File: config.mk
export PLATFORM = sky130hd
export DESIGN_NAME = regret_matching_node
export DESIGN_NICKNAME = d
export VERILOG_FILES = /design/src/hdl/rmn_pkg.sv /design/src/hdl/regret_matching_node.sv
export SDC_FILE = /design/constraint.sdc
export NUM_CORES = 2
export LEC_CHECK = 0
export BUFFER_PORTS_ARGS = -buffer_cell sky130_fd_sc_hd__buf_2
export CORE_MARGIN = 2
export CORE_UTILIZATION = 46
export DETAILED_ROUTE_END_ITERATION = 8
export GPL_TIMING_DRIVEN = 0
export SKIP_LAST_GASP = 1
export SLEW_MARGIN = 20
export SYNTH_ARGS = -nofsm -noshare
export SYNTH_HDL_FRONTEND = slang
export SYNTH_SLANG_ARGS = --single-unit
File: constraint.sdc
create_clock -name clk -period 8.94 [get_ports clk]
set_input_delay 1.788 -clock clk [delete_from_list [all_inputs] [get_ports clk]]
set_output_delay 1.788 -clock clk [all_outputs]
set_load 0.02 [all_outputs]
File: src/hdl/rmn_pkg.sv
// ----------------------------------------------------------------------------
// rmn_pkg - shared types and constants for the regret matching node
// Field widths, fixed-point constants and request kind codes.
// ----------------------------------------------------------------------------
package rmn_pkg;

	localparam int ACTION_CNT_DEF = 2;

	localparam int ACTION_W = 1;   // action index field
	localparam int REGRET_W = 32;  // signed Q16.16 regret
	localparam int PROB_W   = 17;  // Q1.16 probability, 65536 is one
	localparam int ACC_W    = 48;  // accumulator width
	localparam int DIG_W    = 4;   // serial adder digit

	localparam int ONE_INT = 65536;
	localparam logic [PROB_W-1:0] ONE_Q16 = PROB_W'(ONE_INT);

	typedef enum logic [1:0] {
		KIND_ADD_REGRET   = 2'd0,
		KIND_ADD_STRATEGY = 2'd1,
		KIND_READ_CURRENT = 2'd2,
		KIND_READ_AVERAGE = 2'd3
	} kind_t;

endpackage

File: src/hdl/regret_matching_node.sv
// ----------------------------------------------------------------------------
// regret_matching_node - one regret matching decision node
// Holds a saturating cumulative regret and cumulative strategy per action,
// updates them with a digit-serial adder and reads normalized strategies
// through a bit-serial restoring divider.
// ----------------------------------------------------------------------------
//
// Channel   Signals                                        Handshake
// -------   --------------------------------------------   -----------------------
// request   kind, action, regret, strategy_share, weight   start && !busy
// result    out_action, probability, last_of_run          strobe, one cycle, no stall
//
// An add-regret request keeps busy high while the 4-bit serial adder works
//   through the 48 bits digit by digit and then writes back; an add-strategy
//   request first does the 17x17 multiply.
// A read first sums the divisor over all actions, then per action loads the
//   operand and runs the serial divider for 17 quotient bits; with a zero
//   divisor each action gets the uniform share instead.
// Reset clears both accumulator arrays and all control state at once.
// Results come out with strobe for one cycle each and cannot be held off.
//
module regret_matching_node #(
	parameter int ACTION_CNT = rmn_pkg::ACTION_CNT_DEF
) (
	input  logic                               clk,
	input  logic                               arst_n,
	input  logic                               start,
	output logic                               busy,
	input  rmn_pkg::kind_t                     kind,
	input  logic [rmn_pkg::ACTION_W-1:0]       action,
	input  logic signed [rmn_pkg::REGRET_W-1:0] regret,
	input  logic [rmn_pkg::PROB_W-1:0]         strategy_share,
	input  logic [rmn_pkg::PROB_W-1:0]         weight,
	output logic                               strobe,
	output logic [rmn_pkg::ACTION_W-1:0]       out_action,
	output logic [rmn_pkg::PROB_W-1:0]         probability,
	output logic                               last_of_run
);
	import rmn_pkg::*;

	localparam int IDX_W  = $clog2(ACTION_CNT);
	localparam int SUM_W  = ACC_W + IDX_W;       // sum of all values never overflows
	localparam int REM_W  = SUM_W + 1;           // remainder after a left shift
	localparam int PROD_W = 2 * PROB_W;
	localparam int NDIG   = ACC_W / DIG_W;
	localparam int DCNT_W = $clog2(NDIG);
	localparam int BCNT_W = $clog2(PROB_W);
	localparam logic [IDX_W-1:0]  LAST_IDX = IDX_W'(ACTION_CNT - 1);
	localparam logic [PROB_W-1:0] UNIFORM  = PROB_W'(ONE_INT / ACTION_CNT);
	localparam logic [ACC_W-1:0]  REG_MAX  = {1'b0, {(ACC_W-1){1'b1}}};
	localparam logic [ACC_W-1:0]  REG_MIN  = {1'b1, {(ACC_W-1){1'b0}}};

	typedef enum logic [2:0] {
		ST_IDLE,
		ST_MUL,
		ST_ADD,
		ST_WRITE,
		ST_SUM,
		ST_LOAD,
		ST_DIV
	} state_t;

	state_t               state_q;
	kind_t                kind_q;
	logic [IDX_W-1:0]     idx_q;
	logic [PROB_W-1:0]    sh_q, w_q;

	// serial adder: operands shift right a digit per cycle, sum shifts in on top
	logic [ACC_W-1:0]     opa_q, opb_q, res_q;
	logic                 sa_q, sb_q, carry_q;
	logic [DCNT_W-1:0]    dcnt_q;

	// divider
	logic [SUM_W-1:0]     sum_q;
	logic [REM_W-1:0]     rem_q;
	logic [PROB_W-1:0]    quo_q;
	logic [BCNT_W-1:0]    bcnt_q;

	logic                 strobe_q, last_q;
	logic [ACTION_W-1:0]  out_action_q;
	logic [PROB_W-1:0]    prob_q;

	logic [ACC_W-1:0]     creg_q [ACTION_CNT];  // two's complement regret sums
	logic [ACC_W-1:0]     cstr_q [ACTION_CNT];  // unsigned strategy sums

	logic [IDX_W-1:0]     act_idx;
	logic                 act_ok;
	logic [PROD_W-1:0]    prod;
	logic [ACC_W-1:0]     val;
	logic [DIG_W:0]       dsum;
	logic                 reg_ovf;
	logic [REM_W-1:0]     trial, den_ext, diff;
	logic                 ge;
	logic                 last_idx;

	assign act_idx = IDX_W'(action);
	assign act_ok  = int'(action) < ACTION_CNT;
	assign prod    = PROD_W'(sh_q) * PROD_W'(w_q);

	// value of the action under read: positive part of regret, or strategy sum
	always_comb begin
		if (kind_q == KIND_READ_CURRENT) begin
			val = creg_q[idx_q][ACC_W-1] ? '0 : creg_q[idx_q];
		end else begin
			val = cstr_q[idx_q];
		end
	end

	assign dsum = {1'b0, opa_q[DIG_W-1:0]} + {1'b0, opb_q[DIG_W-1:0]}
		+ (DIG_W+1)'(carry_q);
	// signed overflow: equal operand signs, result sign differs
	assign reg_ovf = (sa_q == sb_q) && (res_q[ACC_W-1] != sa_q);

	// restoring divide step; the first step compares without a shift
	assign trial   = (bcnt_q == '0) ? rem_q : {rem_q[REM_W-2:0], 1'b0};
	assign den_ext = {1'b0, sum_q};
	assign ge      = trial >= den_ext;
	assign diff    = trial - den_ext;
	assign last_idx = idx_q == LAST_IDX;

	always_ff @(posedge clk or negedge arst_n) begin
		if (!arst_n) begin
			state_q      <= ST_IDLE;
			kind_q       <= KIND_ADD_REGRET;
			idx_q        <= '0;
			sh_q         <= '0;
			w_q          <= '0;
			opa_q        <= '0;
			opb_q        <= '0;
			res_q        <= '0;
			sa_q         <= 1'b0;
			sb_q         <= 1'b0;
			carry_q      <= 1'b0;
			dcnt_q       <= '0;
			sum_q        <= '0;
			rem_q        <= '0;
			quo_q        <= '0;
			bcnt_q       <= '0;
			strobe_q     <= 1'b0;
			last_q       <= 1'b0;
			out_action_q <= '0;
			prob_q       <= '0;
			for (int i = 0; i < ACTION_CNT; i++) begin
				creg_q[i] <= '0;
				cstr_q[i] <= '0;
			end
		end else begin
			strobe_q <= 1'b0;
			unique case (state_q)
				ST_IDLE: begin
					if (start) begin
						kind_q  <= kind;
						carry_q <= 1'b0;
						dcnt_q  <= '0;
						unique case (kind)
							KIND_ADD_REGRET: begin
								idx_q <= act_idx;
								opa_q <= ACC_W'(regret);
								opb_q <= creg_q[act_idx];
								sa_q  <= regret[REGRET_W-1];
								sb_q  <= creg_q[act_idx][ACC_W-1];
								if (act_ok) begin
									state_q <= ST_ADD;
								end
							end
							KIND_ADD_STRATEGY: begin
								idx_q <= act_idx;
								sh_q  <= (strategy_share > ONE_Q16) ? ONE_Q16 : strategy_share;
								w_q   <= (weight > ONE_Q16) ? ONE_Q16 : weight;
								if (act_ok) begin
									state_q <= ST_MUL;
								end
							end
							KIND_READ_CURRENT, KIND_READ_AVERAGE: begin
								idx_q   <= '0;
								sum_q   <= '0;
								state_q <= ST_SUM;
							end
							default: begin
								state_q <= ST_IDLE;
							end
						endcase
					end
				end
				ST_MUL: begin
					opa_q   <= ACC_W'(prod);
					opb_q   <= cstr_q[idx_q];
					state_q <= ST_ADD;
				end
				ST_ADD: begin
					opa_q   <= opa_q >> DIG_W;
					opb_q   <= opb_q >> DIG_W;
					res_q   <= {dsum[DIG_W-1:0], res_q[ACC_W-1:DIG_W]};
					carry_q <= dsum[DIG_W];
					if (dcnt_q == DCNT_W'(NDIG - 1)) begin
						state_q <= ST_WRITE;
					end else begin
						dcnt_q <= dcnt_q + DCNT_W'(1);
					end
				end
				ST_WRITE: begin
					if (kind_q == KIND_ADD_REGRET) begin
						creg_q[idx_q] <= reg_ovf ? (sa_q ? REG_MIN : REG_MAX) : res_q;
					end else begin
						// carry out of the unsigned add means saturation
						cstr_q[idx_q] <= carry_q ? '1 : res_q;
					end
					state_q <= ST_IDLE;
				end
				ST_SUM: begin
					sum_q <= sum_q + SUM_W'(val);
					if (last_idx) begin
						idx_q   <= '0;
						state_q <= ST_LOAD;
					end else begin
						idx_q <= idx_q + IDX_W'(1);
					end
				end
				ST_LOAD: begin
					if (sum_q == '0) begin
						strobe_q     <= 1'b1;
						prob_q       <= UNIFORM;
						out_action_q <= ACTION_W'(idx_q[0]);
						last_q       <= last_idx;
						if (last_idx) begin
							state_q <= ST_IDLE;
						end else begin
							idx_q <= idx_q + IDX_W'(1);
						end
					end else begin
						rem_q   <= REM_W'(val);
						quo_q   <= '0;
						bcnt_q  <= '0;
						state_q <= ST_DIV;
					end
				end
				ST_DIV: begin
					rem_q <= ge ? diff : trial;
					quo_q <= {quo_q[PROB_W-2:0], ge};
					if (bcnt_q == BCNT_W'(PROB_W - 1)) begin
						strobe_q     <= 1'b1;
						prob_q       <= {quo_q[PROB_W-2:0], ge};
						out_action_q <= ACTION_W'(idx_q[0]);
						last_q       <= last_idx;
						if (last_idx) begin
							state_q <= ST_IDLE;
						end else begin
							idx_q   <= idx_q + IDX_W'(1);
							state_q <= ST_LOAD;
						end
					end else begin
						bcnt_q <= bcnt_q + BCNT_W'(1);
					end
				end
				default: begin
					state_q <= ST_IDLE;
				end
			endcase
		end
	end

	assign busy        = state_q != ST_IDLE;
	assign strobe      = strobe_q;
	assign out_action  = out_action_q;
	assign probability = prob_q;
	assign last_of_run = last_q;

	// a freshly accepted request never yields a result in the next cycle
	a_no_early_result: assert property (@(posedge clk) disable iff (!arst_n)
		start && !busy |=> !strobe)
		else $error("result right after request accept");

	// results of a read stay apart from the next read
	a_gap_after_last: assert property (@(posedge clk) disable iff (!arst_n)
		strobe && last_of_run |=> !strobe)
		else $error("result after last of run");

	// a read is still in progress until its last result
	a_busy_mid_run: assert property (@(posedge clk) disable iff (!arst_n)
		strobe && !last_of_run |-> busy)
		else $error("idle in the middle of a read");

	// a probability never exceeds one
	a_prob_range: assert property (@(posedge clk) disable iff (!arst_n)
		strobe |-> probability <= ONE_Q16)
		else $error("probability above one");

endmodule

# Yosys cells after proc, flatten, opt, wreduce, memory -nomap -nowiden
# Cells that the tools add are included.
# word_totals
wordCells	162
ff_bits	522
input_bits	72
out_inout_bits	21
# classes
multipliers	1
n_lt_le_gt_ge	6
muxes	68
bitwise_logic	3
n_reduce_logical	29
n_eq_ne	25
addsub	7
# op_table
operator	n
two-way mux 48 bit	18
case mux 48 bit (3 select lines)	2
bitwise mux 96 bit	2
two-way mux 50 bit	3
case mux 50 bit (2 select lines)	1
two-way mux 49 bit	2
case mux 49 bit (2 select lines)	1
two-way mux 17 bit	4
>= comparator 50 x 49 -> 1 bit	1
subtractor 50 x 49 -> 50 bit	1
adder 49 x 48 -> 49 bit	1
logical NOT 49 bit	1
demux 48 bit (select 1 bit)	1
two-way mux 47 bit	1
> comparator 17 bit, second input constant	2
multiplier 17 x 17 -> 34 bit	1
case mux 17 bit (2 select lines)	1
case mux 16 bit (2 select lines)	1
two-way mux 3 bit	7
AND reduction 3 bit	7
case mux 3 bit (6 select lines)	1
two-way mux 16 bit	1
!= test 2 bit, second input constant	8
two-way mux 1 bit	10
38 further kinds	61

# Longest topological paths before layout
# depth
word_depth	8
depth_mapped	26
mapped_depth_nobuf	25

# Worst setup path after synthesis
# OpenSTA, ideal clock, no wires.
# synth_timing
kind	flip-flop to flip-flop
from	register w_q[8]
to	register opa_q[33]
path_slack_ns	2.470
synth_period_minus_slack_ns	6.470
required_time_ns	8.810
setup_time_ns	0.130
stages_incl_launch_ff	27
arrival_time_ns	6.340
n_path_buf	2
path_cell_list	dfrtp_1 -> clkbuf_1 -> clkbuf_1 -> nand2_1 -> fa_1 -> inv_1 -> fa_1 -> inv_1 -> fa_1 -> inv_1 -> fa_1 -> fa_1 -> inv_1 -> fa_1 -> inv_1 -> ha_1 -> and3_1 -> a31oi_1 -> o21ai_0 -> a31oi_1 -> o21ai_1 -> a311oi_2 -> nor3_1 -> or3_1 -> a21oi_1 -> xnor2_1 -> o21ai_1
# synth_between
elab_chain_len	2
# synth_rtl
element	line	rtl
start, declared	regret_matching_node.sv:66	logic [PROB_W-1:0] sh_q, w_q;
start signal, assigned	regret_matching_node.sv:169	w_q <= (weight > ONE_Q16) ? ONE_Q16 : weight;
multiplier 17 x 17 -> 34 bit	regret_matching_node.sv:98	assign prod = PROD_W'(sh_q) * PROD_W'(w_q);
case mux 48 bit (3 select lines)	regret_matching_node.sv:149	unique case (state_q)
end signal, assigned	regret_matching_node.sv:158	opa_q <= ACC_W'(regret);
end signal, assigned	regret_matching_node.sv:186	opa_q <= ACC_W'(prod);
end signal, assigned	regret_matching_node.sv:191	opa_q <= opa_q >> DIG_W;
end, declared	regret_matching_node.sv:69	logic [ACC_W-1:0] opa_q, opb_q, res_q;
# No other way between the ends.
# A chain may end at the register's enable or synchronous reset.

# Worst setup path after layout
# Ends and elaborated chain as after synthesis.

==> flow_summary.yaml <==
run_status:
  status: "finished, final reports clean"
place:
  hpwlAfterDp_mm: 99.8
  numPortBuffers: 91
  dp.cells: 5567
  post-place-ws_ns: 1.21
  gp_congestion: 0.954
clock_network:
  cts_sinks: 512
  cts_tree: "done"
  root_buffer: "clkbuf_16"
  clk_pin_slew_ns: 0.06
  numCtsBuffers: 59
  holdBufCountCts: 0
  clk-insertion-delay-late_ns: 0.69
  cts.repair.resized: 0
  cts_max_path_buffers: 3
  post_cts_buffers: 0
  h-tree-depth: 2
logic_synthesis:
  yosysTopAreaCell: "dfrtp_1"
  synth_nets: 4900
  synth_most_common_cell: "nand2_1"
  netlist_top_cells_count: "nand2_1 (679), dfrtp_1 (512), inv_1 (366), a21oi_1 (350), o21ai_0 (306)"
  synth_seq_area_share_pct: 33.2
  synth_compound_gate_area_share_pct: 17.9
  async_flop_share_pct: 100
  yosys.area_share.adder_pct: 18.7
  synth_area_sq_um: 38600
  synth_top_family_by_area: "adder cells"
  synth.mux.area_fraction_pct: 6.48
  synth_top_cell_area_share_pct: 33.2
  ys_seq_elements: 512
  yosys.area_share.simple_pct: 14.6
  synth_area_per_cell_sq_um: 8.80
  synth-warning-count: 0
  synth_edf_count: 0
  ys_types: 80
  synthTopCellsByArea: "dfrtp_1 (33%), fa_1 (12%), ha_1 (6.8%), nand2_1 (6.6%), mux2i_1 (4.8%)"
  netlist_instances: 4389
  synthFlopType: "dfrtp_1"
  synth-xor-area-share_pct: 2.77
timing:
  rsz0062_at_grt: "no"
  max_freq_mhz: 126
  slew_headroom_pct: 21.4
  period_share_pct: 89.1
  hold_slack_ns: 0.477
  finClkSkew_ns: 0.0633
  hold_viol_final: 0
  min_period_ns: 7.96
  worstMarginPinSlew_ns: 1.18
  setup_slack_ns: 0.976
  report.final.slew_viol_count: 0
  finalSetupViolations: 0
floorplan:
  pin_count: 93
  fp.dieH_microns: 294
  dieArea_sq_um: 86300
  rows: 106
  dieWidth_microns: 294
  initial_core_util_pct: 46.3
  coreArea_sq_um: 83400
worst_setup_path:
  critPathRequiredTime_ns: 9.45
  start_kind: "register"
  end_kind: "register"
  cpPeakStageDelay_ns: 0.56
  arrival_ns: 8.47
  critical_path_class: "register to register"
  path_max_fanout: 10
  cpMostUsedCell: "fa_1"
  critPathSlowestCell: "fa_1"
layout:
  num-fill-cells: 7994
  multi_input_area_sq_um: 23400
  seqCellArea_sq_um: 12800
  stdcell_count: 5678
  syn_to_final_growth_pct: 10.5
  nets: 5059
  drive_gt1_share_pct: 6.16
global_route:
  antenna_found_initial: 3
  met1_usage_pct: 44.2
  grt_max_degree: 93
  grt_overflow: 0
  grtUsageTotal_pct: 29.9
  grt_util_met2_pct: 44.6
  grt.busiest_layer: "met2"
  gr-usage-met3_pct: 5.98
  first_global_vias: 32500
  grt_pass1_wl_mm: 197
drt:
  routedWlPerCell_microns: 22.7
  drc_errors: 0
  drt_first_pass_iters: 6
  ant_nets: 0
  via_count: 33200
  totalWireLength_mm: 129
  drt_first_iter_violations: 2894
  viasPerCell: 5.84
run:
  maxCapViolCount: 0
hold_path:
  hp-class: "register to register"
## routing by layer
metal | vias up | wire (microns)
met5 | - | 0
met4 | 0 | 3500
met3 | 185 | 10900
met2 | 1239 | 55900
met1 | 16500 | 58500
li1 | 15300 | -
## cell families (layout without fill, tap and decap cells)
kind of cell	Yosys count	after routing
xor gates and xnor gates	122	122
other	0	2
adders and majority gates	440	440
AOI/OAI and AO/OA	1137	1137
muxes	243	243
DFF	512	512
and+or+nand+nor	1294	1294
buffers and inverters	641	848
## layout by cell type (no fill, tap or decap), types with 62 or more instances in the layout
cell type	synthesis	layout
ha_1	211	211
inv_1	366	366
and2_1	132	132
o22ai_1	97	97
dfrtp_1	512	512
fa_1	228	228
buf_2	9	99
mux2i_1	187	187
clkbuf_1	238	252
o21ai_0	306	306
nand2_1	679	679
a21oi_1	350	350
nor2_1	289	288
xor2_1	62	62
a21o_1	66	66
## critical path: cells and delay by family, from the launching register on
family | cells | cell delay (ns)
flip-flops | 1 | 0.32
AND/OR/NAND/NOR | 4 | 0.89
AO/OA/AOI/OAI | 7 | 1.81
adder cells (fa/ha/maj) | 7 | 3.34
XOR/XNOR | 1 | 0.17
buffers and inverters | 7 | 1.30
## final cells by class
type,count,area share (%)
Clock buffer,89,4.08
Inverter,366,3.22
Tap cell,1080,3.17
Timing Repair Buffer,98,1.51
Sequential cell,512,30.0
Clock inverter,20,0.678
Antenna cell,2,0.0117
Multi-Input combinational cell,3236,54.8
Buffer,275,2.51
## state kept, by name, summed over array words and instances, names as in the netlist, 3 cells and up
name	cells
quo_q	16
sum_q	49
probability	17
bcnt_q	5
state_q	3
opb_q	48
cstr_q	96
creg_q	96
sh_q	17
rem_q	50
opa_q	38
res_q	48
dcnt_q	4
w_q	17
## metrics by stage
stage	utilization (%)	area, sq um	TNS (ns)
after floorplan	-	38600	0
after global placement	48.4	40400	-2509.02
after detailed placement	48.7	40600	0
after CTS	51.1	42600	0
after global routing	51.1	42600	0
final	51.1	42600	0
## path summary, 6_finish.rpt
kind / startpoint / slack, ns / cells after the start / to
min in group asynchronous: arst_n / 0.92 / 1 / creg_q[63]
setup reg to reg: w_q[8] / 0.98 / 26 / opa_q[33]
hold / removal: cstr_q[75] / 0.48 / 2 / cstr_q[75]
hold reg to reg: cstr_q[75] / 0.48 / 2 / cstr_q[75]
max in group asynchronous: arst_n / 6.35 / 4 / probability[15]
setup / recovery: w_q[8] / 0.98 / 26 / opa_q[33]
Power is left out: the tool's default activity adds up to more than one toggle a clock period on the data nets, which glitch-free logic cannot reach.
